<file path="src/sv/hall_pkg.sv">
package hall_pkg;

    localparam int POSITION_BITS_DEF = 23;
    localparam int FIELD_W           = 23;
    localparam int QUEUE_DEPTH       = 4;
    localparam int QPTR_W            = $clog2(QUEUE_DEPTH);
    localparam int QCNT_W            = $clog2(QUEUE_DEPTH + 1);

    localparam logic [FIELD_W-1:0] MAX_BYTES_RESET = FIELD_W'(5242880);
    localparam logic [FIELD_W-1:0] CNT_MAX         = '1;

    localparam logic [7:0] CH_SPACE = 8'h20;
    localparam logic [7:0] CH_CASE  = 8'h20;
    localparam logic [7:0] CH_LT    = 8'h3C;
    localparam logic [7:0] CH_GT    = 8'h3E;
    localparam logic [7:0] CH_SLASH = 8'h2F;
    localparam logic [7:0] CH_EQ    = 8'h3D;
    localparam logic [7:0] CH_DQ    = 8'h22;
    localparam logic [7:0] CH_SQ    = 8'h27;
    localparam logic [7:0] CH_HASH  = 8'h23;
    localparam logic [7:0] CH_A     = 8'h61;
    localparam logic [7:0] CH_H     = 8'h68;
    localparam logic [7:0] CH_R     = 8'h72;
    localparam logic [7:0] CH_E     = 8'h65;
    localparam logic [7:0] CH_F     = 8'h66;

    localparam logic KIND_LINK    = 1'b0;
    localparam logic KIND_SUMMARY = 1'b1;

    typedef enum logic [6:0] {
        ST_TEXT        = 7'b0000001,
        ST_TAG_OPEN    = 7'b0000010,
        ST_TAG_NAME    = 7'b0000100,
        ST_ATTR_NAME   = 7'b0001000,
        ST_VALUE_START = 7'b0010000,
        ST_VALUE       = 7'b0100000,
        ST_TAG_CLOSE   = 7'b1000000
    } parse_state_t;

    typedef struct packed {
        logic               kind;
        logic [FIELD_W-1:0] link_start;
        logic [FIELD_W-1:0] link_length;
        logic [FIELD_W-1:0] tags_seen;
        logic [FIELD_W-1:0] links_seen;
        logic               final_res;
    } result_t;

    function automatic logic is_space(input logic [7:0] c);
        return (c == CH_SPACE) || (c >= 8'd9 && c <= 8'd13);
    endfunction

    function automatic logic is_letter(input logic [7:0] c);
        return (c >= 8'h41 && c <= 8'h5A) || (c >= 8'h61 && c <= 8'h7A);
    endfunction

endpackage

</file>
<file path="src/sv/html_anchor_link_locator_core.sv">
// Output: an accepted byte within max_bytes updates the parser at once; its results
// (none, one or two) are written into the result queue and offered on the m_ side,
// one result per cycle while m_tready is high. Throughput: one byte per cycle; s_tready
// drops while the four-entry result queue has fewer than two free entries.
// Reset: synchronous, active low; clears the parser, the counters and the result queue,
// and loads max_bytes with 5242880. The byte marked by s_tlast also clears the parser.
module html_anchor_link_locator_core
    import hall_pkg::*;
#(
    parameter int POSITION_BITS = POSITION_BITS_DEF
) (
    input  logic               aclk,
    input  logic               aresetn,
    input  logic               cfg_valid,
    output logic               cfg_ready,
    input  logic [FIELD_W-1:0] cfg_data,
    input  logic               s_tvalid,
    output logic               s_tready,
    input  logic [7:0]         s_tdata,   // byte_in
    input  logic               s_tlast,   // end_of_doc
    output logic               m_tvalid,
    input  logic               m_tready,
    output logic [95:0]        m_tdata,   // link_start, link_length, tags_seen, links_seen
    output logic               m_tuser,   // kind
    output logic               m_tlast    // final_res
);

    localparam int PW = POSITION_BITS;
    localparam int CW = (PW > FIELD_W) ? PW : FIELD_W;

    logic [FIELD_W-1:0] max_bytes_reg;

    parse_state_t       state_reg, state_next;
    logic [PW-1:0]      pos_reg, pos_next;
    logic               closing_reg, closing_next;
    logic [PW-1:0]      tag_start_reg, tag_start_next;
    logic [7:0]         tag_char_reg, tag_char_next;
    logic [PW-1:0]      attr_start_reg, attr_start_next;
    logic [31:0]        attr_chars_reg, attr_chars_next;
    logic               attr_href_reg, attr_href_next;
    logic [7:0]         quote_reg, quote_next;
    logic [PW-1:0]      value_start_reg, value_start_next;
    logic [7:0]         value_char_reg, value_char_next;
    logic               in_anchor_reg, in_anchor_next;
    logic [PW-1:0]      href_start_reg, href_start_next;
    logic [PW-1:0]      href_len_reg, href_len_next;
    logic [7:0]         href_char_reg, href_char_next;
    logic [FIELD_W-1:0] tag_count_reg, tag_count_next;
    logic [FIELD_W-1:0] link_count_reg, link_count_next;

    result_t            queue_reg [QUEUE_DEPTH];
    logic [QPTR_W-1:0]  wr_ptr_reg, rd_ptr_reg;
    logic [QCNT_W-1:0]  count_reg;

    logic               accept, pop, in_range, single_a, do_open, do_close, link_emit, ends;
    logic [7:0]         c;
    logic [PW-1:0]      off;
    logic [1:0]         push_n;
    result_t            res0, res1, head;

    assign c         = s_tdata;
    assign cfg_ready = 1'b1;
    assign s_tready  = (count_reg <= QCNT_W'(QUEUE_DEPTH - 2));
    assign accept    = s_tvalid && s_tready;
    assign pop       = m_tvalid && m_tready;
    assign in_range  = (CW'(pos_reg) < CW'(max_bytes_reg)) && (pos_reg != '1);
    assign single_a  = ((pos_reg - tag_start_reg) == PW'(1)) && ((tag_char_reg | CH_CASE) == CH_A);
    assign off       = pos_reg - attr_start_reg;

    always_comb begin
        state_next       = state_reg;
        pos_next         = pos_reg;
        closing_next     = closing_reg;
        tag_start_next   = tag_start_reg;
        tag_char_next    = tag_char_reg;
        attr_start_next  = attr_start_reg;
        attr_chars_next  = attr_chars_reg;
        attr_href_next   = attr_href_reg;
        quote_next       = quote_reg;
        value_start_next = value_start_reg;
        value_char_next  = value_char_reg;
        in_anchor_next   = in_anchor_reg;
        href_start_next  = href_start_reg;
        href_len_next    = href_len_reg;
        href_char_next   = href_char_reg;
        tag_count_next   = tag_count_reg;
        link_count_next  = link_count_reg;
        do_open          = 1'b0;
        do_close         = 1'b0;
        link_emit        = 1'b0;
        ends             = (quote_reg == CH_SPACE) ? (is_space(c) || c == CH_GT) : (c == quote_reg);

        if (accept && in_range) begin
            pos_next = pos_reg + PW'(1);
            unique case (state_reg)
                ST_TEXT: begin
                    if (c == CH_LT) begin
                        state_next   = ST_TAG_OPEN;
                        closing_next = 1'b0;
                    end
                end
                ST_TAG_OPEN: begin
                    if (c == CH_SLASH) begin
                        closing_next = 1'b1;
                    end else if (is_letter(c)) begin
                        state_next     = ST_TAG_NAME;
                        tag_start_next = pos_reg;
                        tag_char_next  = c;
                    end else if (c == CH_GT) begin
                        state_next = ST_TEXT;
                    end
                end
                ST_TAG_NAME: begin
                    if (is_space(c)) begin
                        if (closing_reg) begin
                            do_close   = 1'b1;
                            state_next = ST_TAG_CLOSE;
                        end else begin
                            do_open         = 1'b1;
                            state_next      = ST_ATTR_NAME;
                            attr_start_next = '0;
                        end
                    end else if (c == CH_GT) begin
                        do_close   = closing_reg;
                        do_open    = !closing_reg;
                        state_next = ST_TEXT;
                    end else if (c == CH_SLASH) begin
                        do_open    = 1'b1;
                        state_next = ST_TAG_CLOSE;
                    end
                end
                ST_ATTR_NAME: begin
                    if (is_space(c) || c == CH_EQ) begin
                        if (attr_start_reg != '0) begin
                            attr_href_next = (off == PW'(4))
                                && ((attr_chars_reg[7:0] | CH_CASE) == CH_H)
                                && ((attr_chars_reg[15:8] | CH_CASE) == CH_R)
                                && ((attr_chars_reg[23:16] | CH_CASE) == CH_E)
                                && ((attr_chars_reg[31:24] | CH_CASE) == CH_F);
                            state_next      = ST_VALUE_START;
                            attr_start_next = '0;
                        end
                    end else if (c == CH_GT) begin
                        state_next      = ST_TEXT;
                        attr_start_next = '0;
                    end else if (attr_start_reg == '0) begin
                        if (is_letter(c)) begin
                            attr_start_next = pos_reg;
                            attr_chars_next = {24'd0, c};
                        end
                    end else if (off < PW'(4)) begin
                        attr_chars_next[{off[1:0], 3'b000} +: 8] =
                            attr_chars_reg[{off[1:0], 3'b000} +: 8] | c;
                    end
                end
                ST_VALUE_START: begin
                    if (c == CH_DQ || c == CH_SQ) begin
                        quote_next       = c;
                        value_start_next = pos_reg + PW'(1);
                        state_next       = ST_VALUE;
                    end else if (c == CH_GT) begin
                        state_next       = ST_TEXT;
                        attr_start_next  = '0;
                        value_start_next = '0;
                    end else if (!is_space(c)) begin
                        quote_next       = CH_SPACE;
                        value_start_next = pos_reg;
                        value_char_next  = c;
                        state_next       = ST_VALUE;
                    end
                end
                ST_VALUE: begin
                    if (!ends) begin
                        if (pos_reg == value_start_reg) begin
                            value_char_next = c;
                        end
                    end else begin
                        if (in_anchor_reg && attr_href_reg) begin
                            href_start_next = value_start_reg;
                            href_len_next   = pos_reg - value_start_reg;
                            href_char_next  = value_char_reg;
                        end
                        attr_start_next  = '0;
                        value_start_next = '0;
                        quote_next       = '0;
                        state_next       = (c == CH_GT) ? ST_TEXT : ST_ATTR_NAME;
                    end
                end
                ST_TAG_CLOSE: begin
                    if (c == CH_GT) begin
                        state_next = ST_TEXT;
                    end
                end
                default: begin
                    state_next = ST_TEXT;
                end
            endcase

            if (do_open) begin
                if (tag_count_reg != CNT_MAX) begin
                    tag_count_next = tag_count_reg + FIELD_W'(1);
                end
                if (single_a) begin
                    in_anchor_next = 1'b1;
                    href_len_next  = '0;
                end
            end
            if (do_close && in_anchor_reg && single_a) begin
                in_anchor_next = 1'b0;
                if (href_len_reg != '0) begin
                    if (!(href_len_reg == PW'(1) && href_char_reg == CH_HASH)) begin
                        link_emit = 1'b1;
                        if (link_count_reg != CNT_MAX) begin
                            link_count_next = link_count_reg + FIELD_W'(1);
                        end
                    end
                    href_len_next = '0;
                end
            end
        end
    end

    always_comb begin
        res1.kind        = KIND_SUMMARY;
        res1.link_start  = '0;
        res1.link_length = '0;
        res1.tags_seen   = tag_count_next;
        res1.links_seen  = link_count_next;
        res1.final_res   = 1'b1;
        if (link_emit) begin
            res0.kind        = KIND_LINK;
            res0.link_start  = FIELD_W'(href_start_reg);
            res0.link_length = FIELD_W'(href_len_reg);
            res0.tags_seen   = '0;
            res0.links_seen  = '0;
            res0.final_res   = !s_tlast;
        end else begin
            res0 = res1;
        end
        push_n = (accept && s_tlast) ? (link_emit ? 2'd2 : 2'd1) : {1'b0, link_emit};
    end

    always_ff @(posedge aclk) begin
        if (!aresetn) begin
            max_bytes_reg <= MAX_BYTES_RESET;
        end else if (cfg_valid && cfg_ready) begin
            max_bytes_reg <= cfg_data;
        end
    end

    always_ff @(posedge aclk) begin
        if (!aresetn || (accept && s_tlast)) begin
            state_reg       <= ST_TEXT;
            pos_reg         <= '0;
            closing_reg     <= 1'b0;
            tag_start_reg   <= '0;
            tag_char_reg    <= '0;
            attr_start_reg  <= '0;
            attr_chars_reg  <= '0;
            attr_href_reg   <= 1'b0;
            quote_reg       <= '0;
            value_start_reg <= '0;
            value_char_reg  <= '0;
            in_anchor_reg   <= 1'b0;
            href_start_reg  <= '0;
            href_len_reg    <= '0;
            href_char_reg   <= '0;
            tag_count_reg   <= '0;
            link_count_reg  <= '0;
        end else begin
            state_reg       <= state_next;
            pos_reg         <= pos_next;
            closing_reg     <= closing_next;
            tag_start_reg   <= tag_start_next;
            tag_char_reg    <= tag_char_next;
            attr_start_reg  <= attr_start_next;
            attr_chars_reg  <= attr_chars_next;
            attr_href_reg   <= attr_href_next;
            quote_reg       <= quote_next;
            value_start_reg <= value_start_next;
            value_char_reg  <= value_char_next;
            in_anchor_reg   <= in_anchor_next;
            href_start_reg  <= href_start_next;
            href_len_reg    <= href_len_next;
            href_char_reg   <= href_char_next;
            tag_count_reg   <= tag_count_next;
            link_count_reg  <= link_count_next;
        end
    end

    always_ff @(posedge aclk) begin
        if (push_n != 2'd0) begin
            queue_reg[wr_ptr_reg] <= res0;
        end
        if (push_n == 2'd2) begin
            queue_reg[wr_ptr_reg + QPTR_W'(1)] <= res1;
        end
    end

    always_ff @(posedge aclk) begin
        if (!aresetn) begin
            wr_ptr_reg <= '0;
            rd_ptr_reg <= '0;
            count_reg  <= '0;
        end else begin
            wr_ptr_reg <= wr_ptr_reg + QPTR_W'(push_n);
            rd_ptr_reg <= rd_ptr_reg + QPTR_W'(pop);
            count_reg  <= count_reg + QCNT_W'(push_n) - QCNT_W'(pop);
        end
    end

    assign head     = queue_reg[rd_ptr_reg];
    assign m_tvalid = (count_reg != '0);
    assign m_tuser  = head.kind;
    assign m_tlast  = head.final_res;
    assign m_tdata  = {4'd0, head.links_seen, head.tags_seen, head.link_length, head.link_start};

    assert property (@(posedge aclk) disable iff (!aresetn)
        count_reg <= QCNT_W'(QUEUE_DEPTH))
        else $error("result queue overflow");

    assert property (@(posedge aclk) disable iff (!aresetn)
        (m_tvalid && m_tuser == KIND_SUMMARY) |-> m_tlast)
        else $error("summary result not marked final");

    assert property (@(posedge aclk) disable iff (!aresetn)
        (m_tvalid && m_tuser == KIND_LINK) |-> (head.tags_seen == '0 && head.links_seen == '0))
        else $error("link result carries counts");

    assert property (@(posedge aclk) disable iff (!aresetn)
        (accept && s_tlast) |=> (pos_reg == '0 && state_reg == ST_TEXT && !in_anchor_reg))
        else $error("parser not cleared after document end");

endmodule

</file>
<file path="config.mk">
export PLATFORM = sky130hd
export DESIGN_NAME = html_anchor_link_locator_core
export DESIGN_NICKNAME = d
export VERILOG_FILES = /design/src/sv/hall_pkg.sv /design/src/sv/html_anchor_link_locator_core.sv
export SDC_FILE = /design/constraint.sdc
export NUM_CORES = 2
export LEC_CHECK = 0
export ABC_AREA = 1
export BUFFER_PORTS_ARGS = -buffer_cell sky130_fd_sc_hd__buf_2
export CAP_MARGIN = 30
export CORE_MARGIN = 2
export CORE_UTILIZATION = 55
export DETAILED_ROUTE_END_ITERATION = 16
export MAX_ROUTING_LAYER = met4
export PLACE_DENSITY = 0.81
export SLEW_MARGIN = 20
export SYNTH_ARGS = -nofsm -noshare
export SYNTH_HDL_FRONTEND = slang
export SYNTH_SLANG_ARGS = --single-unit
</file>
<file path="constraint.sdc">
create_clock -name aclk -period 9.4 [get_ports aclk]
set_input_delay 1.88 -clock aclk [delete_from_list [all_inputs] [get_ports aclk]]
set_output_delay 1.88 -clock aclk [all_outputs]
set_load 0.02 [all_outputs]
</file>
==> Word-level counts from Yosys, hierarchy flattened <==
Memory sizes are Yosys's and may differ from the RTL's. A register that Yosys moved wholly into a read port is not among the register bits.
Index checks and enable logic that the tools add are counted.
{ "word_totals": {"ff_bits": 288, "latchBits": 0, "mem_bits_rw": 376, "mem_bits_ro": 0, "in_bits": 37, "out_inout_bits": 101, "word_cells": 239, "n_memories": 1} }
{ "classes": {"n_addsub": 12, "mul": 0, "n_div": 0, "magnitude_cmp": 9, "eq_ne": 50, "n_shift": 3, "muxes": 91, "bitwise": 4, "reduce_logical": 48} }
{ "mem_list": {"columns": ["name", "words", "word_bits", "rd", "rd_ports_with_merged_regs", "wr", "line", "text"], "rows": [
  ["queue_reg", 4, 94, 1, 1, 2, "html_anchor_link_locator_core.sv:51", "result_t queue_reg [QUEUE_DEPTH];"]
]} }
{ "op_table": {"columns": ["cell", "count"], "rows": [
  ["23-bit 2-to-1 mux", 28],
  ["7-bit 2-to-1 mux", 14],
  ["32-bit 2-to-1 mux", 3],
  ["94-bit 2-to-1 mux", 1],
  ["23-bit case mux with 4 select lines", 1],
  ["8-bit by 6-bit equality test with 1-bit output, second input constant", 9],
  ["8-bit 2-to-1 mux", 9],
  ["23-bit by 1-bit adder with 23-bit output, second input constant", 3],
  ["23-bit inequality test, second input constant", 3],
  ["23-bit subtractor", 3],
  ["7-bit case mux with 7 select lines", 1],
  ["23-bit by 1-bit equality test with 1-bit output, second input constant", 2],
  ["23-bit case mux with 2 select lines", 1],
  ["23-bit nonzero test", 2],
  ["7-bit by 6-bit equality test with 1-bit output, second input constant", 6],
  ["32-bit bitwise mux", 1],
  ["8-bit case mux with 2 select lines", 2],
  ["8-bit by 7-bit variable shift with 32-bit output, first input constant", 1],
  ["32-bit by 6-bit indexed part select with 8-bit output", 1],
  ["8-bit by 7-bit indexed part select with 32-bit output", 1],
  ["2-bit inequality test, second input constant", 13],
  ["1-bit 2-to-1 mux", 25],
  ["23-bit equality test", 1],
  ["23-bit by 3-bit equality test with 1-bit output, second input constant", 1],
  ["41 further kinds", 85]
]} }

==> Longest topological paths before layout <==
{ "depth": {"word_depth": 15, "depth_mapped": 32, "mapped_depth_nobuf": 31} }

==> Worst setup path before layout <==
Ideal clock, no wire load.
{ "synth_timing": {"path_type": "input to register", "start": "input s_tdata[6]", "end": "memory queue_reg[3][31] (netlist name), data pin", "setup_time_ns": 0.138, "t_arrival_ns": 5.472, "required_time_ns": 9.262, "slack_ns": 3.790, "cell_stages": 20, "path_buffers": 2, "cell_sequence": "nor2_1 inv_1 nor3_2 nand3_1 nand2_1 nor2_1 inv_1 nand2_1 nor3_1 nand3_1 nor2_1 nand2_1 ha_1 nor3_1 inv_1 nand2_1 nand2_1 buf_4 buf_2 nor2_1"} }
{ "synth_lines": {"columns": ["item", "line", "text"], "rows": [
  ["start, declared", "html_anchor_link_locator_core.sv:19", "input logic [7:0] s_tdata,"],
  ["end, declared", "html_anchor_link_locator_core.sv:51", null]
]} }

==> summary.md <==
| Metric | Value |
|---|---|
| Status | `finished clean` |
| Max clock buf depth | `3` |
| Synth Area in XOR/XNOR | `1.709%` |
| # IOs | `138` |
| Top-count cell post-synth | `nand2_1` |
| #FFs+latches synth | `659` |
| Fin Clk Skew | `0.04233 ns` |
| Post-place setup slack | `2.300 ns` |
| Max Fanout on Critical Path | `48` |
| CP startpoint kind | `input pin` |
| Simple-Gate Fraction of Synth Area | `23.66%` |
| Setup violators final | `0` |
| Setup tns final | `0 ns` |
| Clk sink count | `659` |
| GPL Wtd Cong | `0.9797` |
| ANT nets after route | `0` |
| Die W | `257.6 um` |
| Area share of the largest cell type after synthesis | `26.89%` |
| Req. time, crit path | `9.64 ns` |
| WS Path Type | `input pin to flip-flop` |
| Crit path top cell by count | `inv_1` |
| Cts hold-fix bufs | `0` |
| Hold Violations, Final | `0` |
| Peak ir drop on the vdd network | `0.1748 mV` |
| Critical Path AT | `6.79 ns` |
| DRC | `0` |
| Crit-path max cell delay | `0.85 ns` |
| Rel. slew slack | `39.32%` |
| Post-synthesis mux area share | `0%` |
| Slew Viols, Final | `0` |
| Number of global-route vias before repair | `31,815` |
| Lkg Pwr | `15.84 nW` |
| Max reg flops | `376` |
| DRT Wirelength | `102,600 um` |
| FF-to-FF path depth | `22` |
| Mapped Area | `35,370 um2` |
| Largest net degree at the start of global routing | `104` |
| Vias post-DR | `33,919` |
| TritonCTS clock tree | `done` |
| Total CTS buffers | `70` |
| P&R area growth vs syn | `10.21%` |
| Compound-cell area share of the yosys netlist | `19.37%` |
| Critical path cell sequence | `buf_2 -> nor2_1 -> nand3_1 -> inv_1 -> nand3_1 -> inv_1 -> nor2_1 -> inv_1 -> nand2_1 -> nor3_1 -> nand3_1 -> nor2_1 -> nand2_1 -> inv_1 -> ha_1 -> nand3_2 -> buf_4 -> nand2_2 -> buf_4` |
| Die area | `66,350 um2` |
| Initial DRC Count | `3,734` |
| Fin cells | `5,829` |
| # resized after CTS | `0` |
| Via/cell ratio | `5.819` |
| Min-Delay Path Class | `flip-flop to flip-flop` |
| Initial antenna violation count | `0` |
| Synth Area in Adders | `3.835%` |
| Yosys warning count | `0` |
| Core Area | `63,310 um2` |
| Num rows | `92` |
| Post-layout min period | `6.555 ns` |
| Register area share after synthesis | `42.51%` |
| Synth cell types | `46` |
| Cells on Worst Hold Path | `2` |
| Crit. End Element | `flip-flop` |
| Reg clk slew, reported paths | `0.06 ns` |
| Final Power | `10.71 mW` |
| RSZ-0062 raised after global routing | `no` |
| Tcrit/Tclk final | `69.74%` |
| H-tree depth | `3` |
| Layout cells sized above 1 | `6.905%` |
| Number of synthesized flops with an enable pin | `184` |
| Largest family of logic cells by synthesized area | `simple AND/OR/NAND/NOR gates` |
| Buffers on Ports | `132` |
| Starting Density | `55.86%` |
| Global Route Usage Sum | `31.13%` |
| Mean routed wirelength per cell | `17.60 um` |
| Post-DP HPWL | `68,830 um` |
| Final worst setup slack | `2.845 ns` |
| DRT Pass-1 Iters | `6` |
| Synth area leaders | `dfxtp_1, edfxtp_1, o21ai_0` |
| Average size of a mapped cell | `7.146 um2` |
| Max cap viols | `0` |
| Post-synthesis cell count | `4,949` |
| NumNets Final | `5,068` |
| Post-CTS Setup Bufs | `0` |
| Root Buffer | `clkbuf_16` |
| Synth area leader | `dfxtp_1` |
| Dpl cells | `5,694` |
| Worst-Margin Slew | `0.9033 ns` |
| Fmax | `152.6 MHz` |
| Power density cells | `274.6 nW/um2` |
| Ys flop type | `dfxtp_1` |
| Commonest cells in the synthesized netlist | `nand2_1, o21ai_0, nor2_1` |
| Die Y | `257.6 um` |
| Slowest-stage cell, CP | `inv_1` |
| Overflow after GRT | `0` |
| Ys async rst share | `0%` |
| Clk_lat worst skew | `0.64 ns` |
| Global-route wire length before repair | `164,600 um` |
final timing paths:
kind,from,end,slack [ns]
worst max-delay path,s_tdata[6],queue_reg[3][30]$_DFFE_PP_,2.84
worst min-delay path,queue_reg[0][93]$_SDFFE_PP1P_,queue_reg[0][93]$_SDFFE_PP1P_,0.46
worst max register to register,pos_reg[1]$_SDFFE_PP0P_,queue_reg[3][30]$_DFFE_PP_,4.08
worst min register to register,queue_reg[0][93]$_SDFFE_PP1P_,queue_reg[0][93]$_SDFFE_PP1P_,0.46
worst max-delay path: cells and delay by family:
kind          cells  cell delay [ns]
fa+ha+maj         1             0.32
buf+inv           7             2.21
simple gates     11             2.35
placed cells by master (no fill, tap or decap), drive strengths merged, types with 2 or more instances in the layout:
cell      Yosys  routed
clkinvlp      0       4
nor3         79      79
fa            4       4
dfxtp       475     475
clkinv        1      16
o21ai       648     648
o31ai         2       2
o22ai        94      94
nand3       204     204
nor3b         2       2
nand2       853     853
xnor2        25      25
xor2         44      44
ha          102     102
or2          13      13
a31oi         5       5
a21oi       525     525
inv         531     535
a211oi       20      20
nand4       132     132
buf          60     183
a21o          3       3
conb          2       5
o21bai        4       4
o2111ai       3       3
clkbuf      222      98
nor2        641     641
bufinv        0       8
nor4         41      41
o211ai        8       8
edfxtp      184     184
nand3b       12      12
a21boi        4       4
kinds of logic (layout without fill, tap and decap cells):
kind of cell	after synthesis	in the layout
AO/OA/AOI/OAI	1319	1319
flip-flops	659	659
XOR/XNOR	69	69
buffers and inverters	814	844
adder cells (fa/ha/maj)	106	106
AND/OR/NAND/NOR	1980	1980
other	2	6
stage by stage:
stage	area, um2	utilization (%)	hold slack [ns]
after floorplan	35380	-	0.4215
after global placement	36360	57.43	0.4440
after detailed placement	36460	57.58	0.4460
after CTS	38890	61.43	0.4560
after global routing	38980	61.56	0.4776
final	38980	61.57	0.4637
where the power goes:
part           switching [mW]  internal [mW]  leakage, nW  total, mW
Combinational            2.81           1.33         9.12       4.14
Clock                    1.19           1.73         1.18       2.91
Sequential              0.308           3.34         5.54       3.65
layout make-up:
type	count	area (um2)
sequential	659	15040
timing repair buffer	183	1140
tap	846	1059
clock inverter	31	439.2
fill	5668	24330
inverter	532	2001
antenna	1	2.502
clock buffer	98	1999
multi-input combinational	3479	17300
metal layers:
metal	track usage [%]	up-vias	wire, um
li1	-	16551	-
met1	40.72	15604	44040
met2	49.19	1554	46770
met3	3.916	210	8332
met4	12.38	0	3463
met5	-	-	0
(Power assumes the default switching activity.)
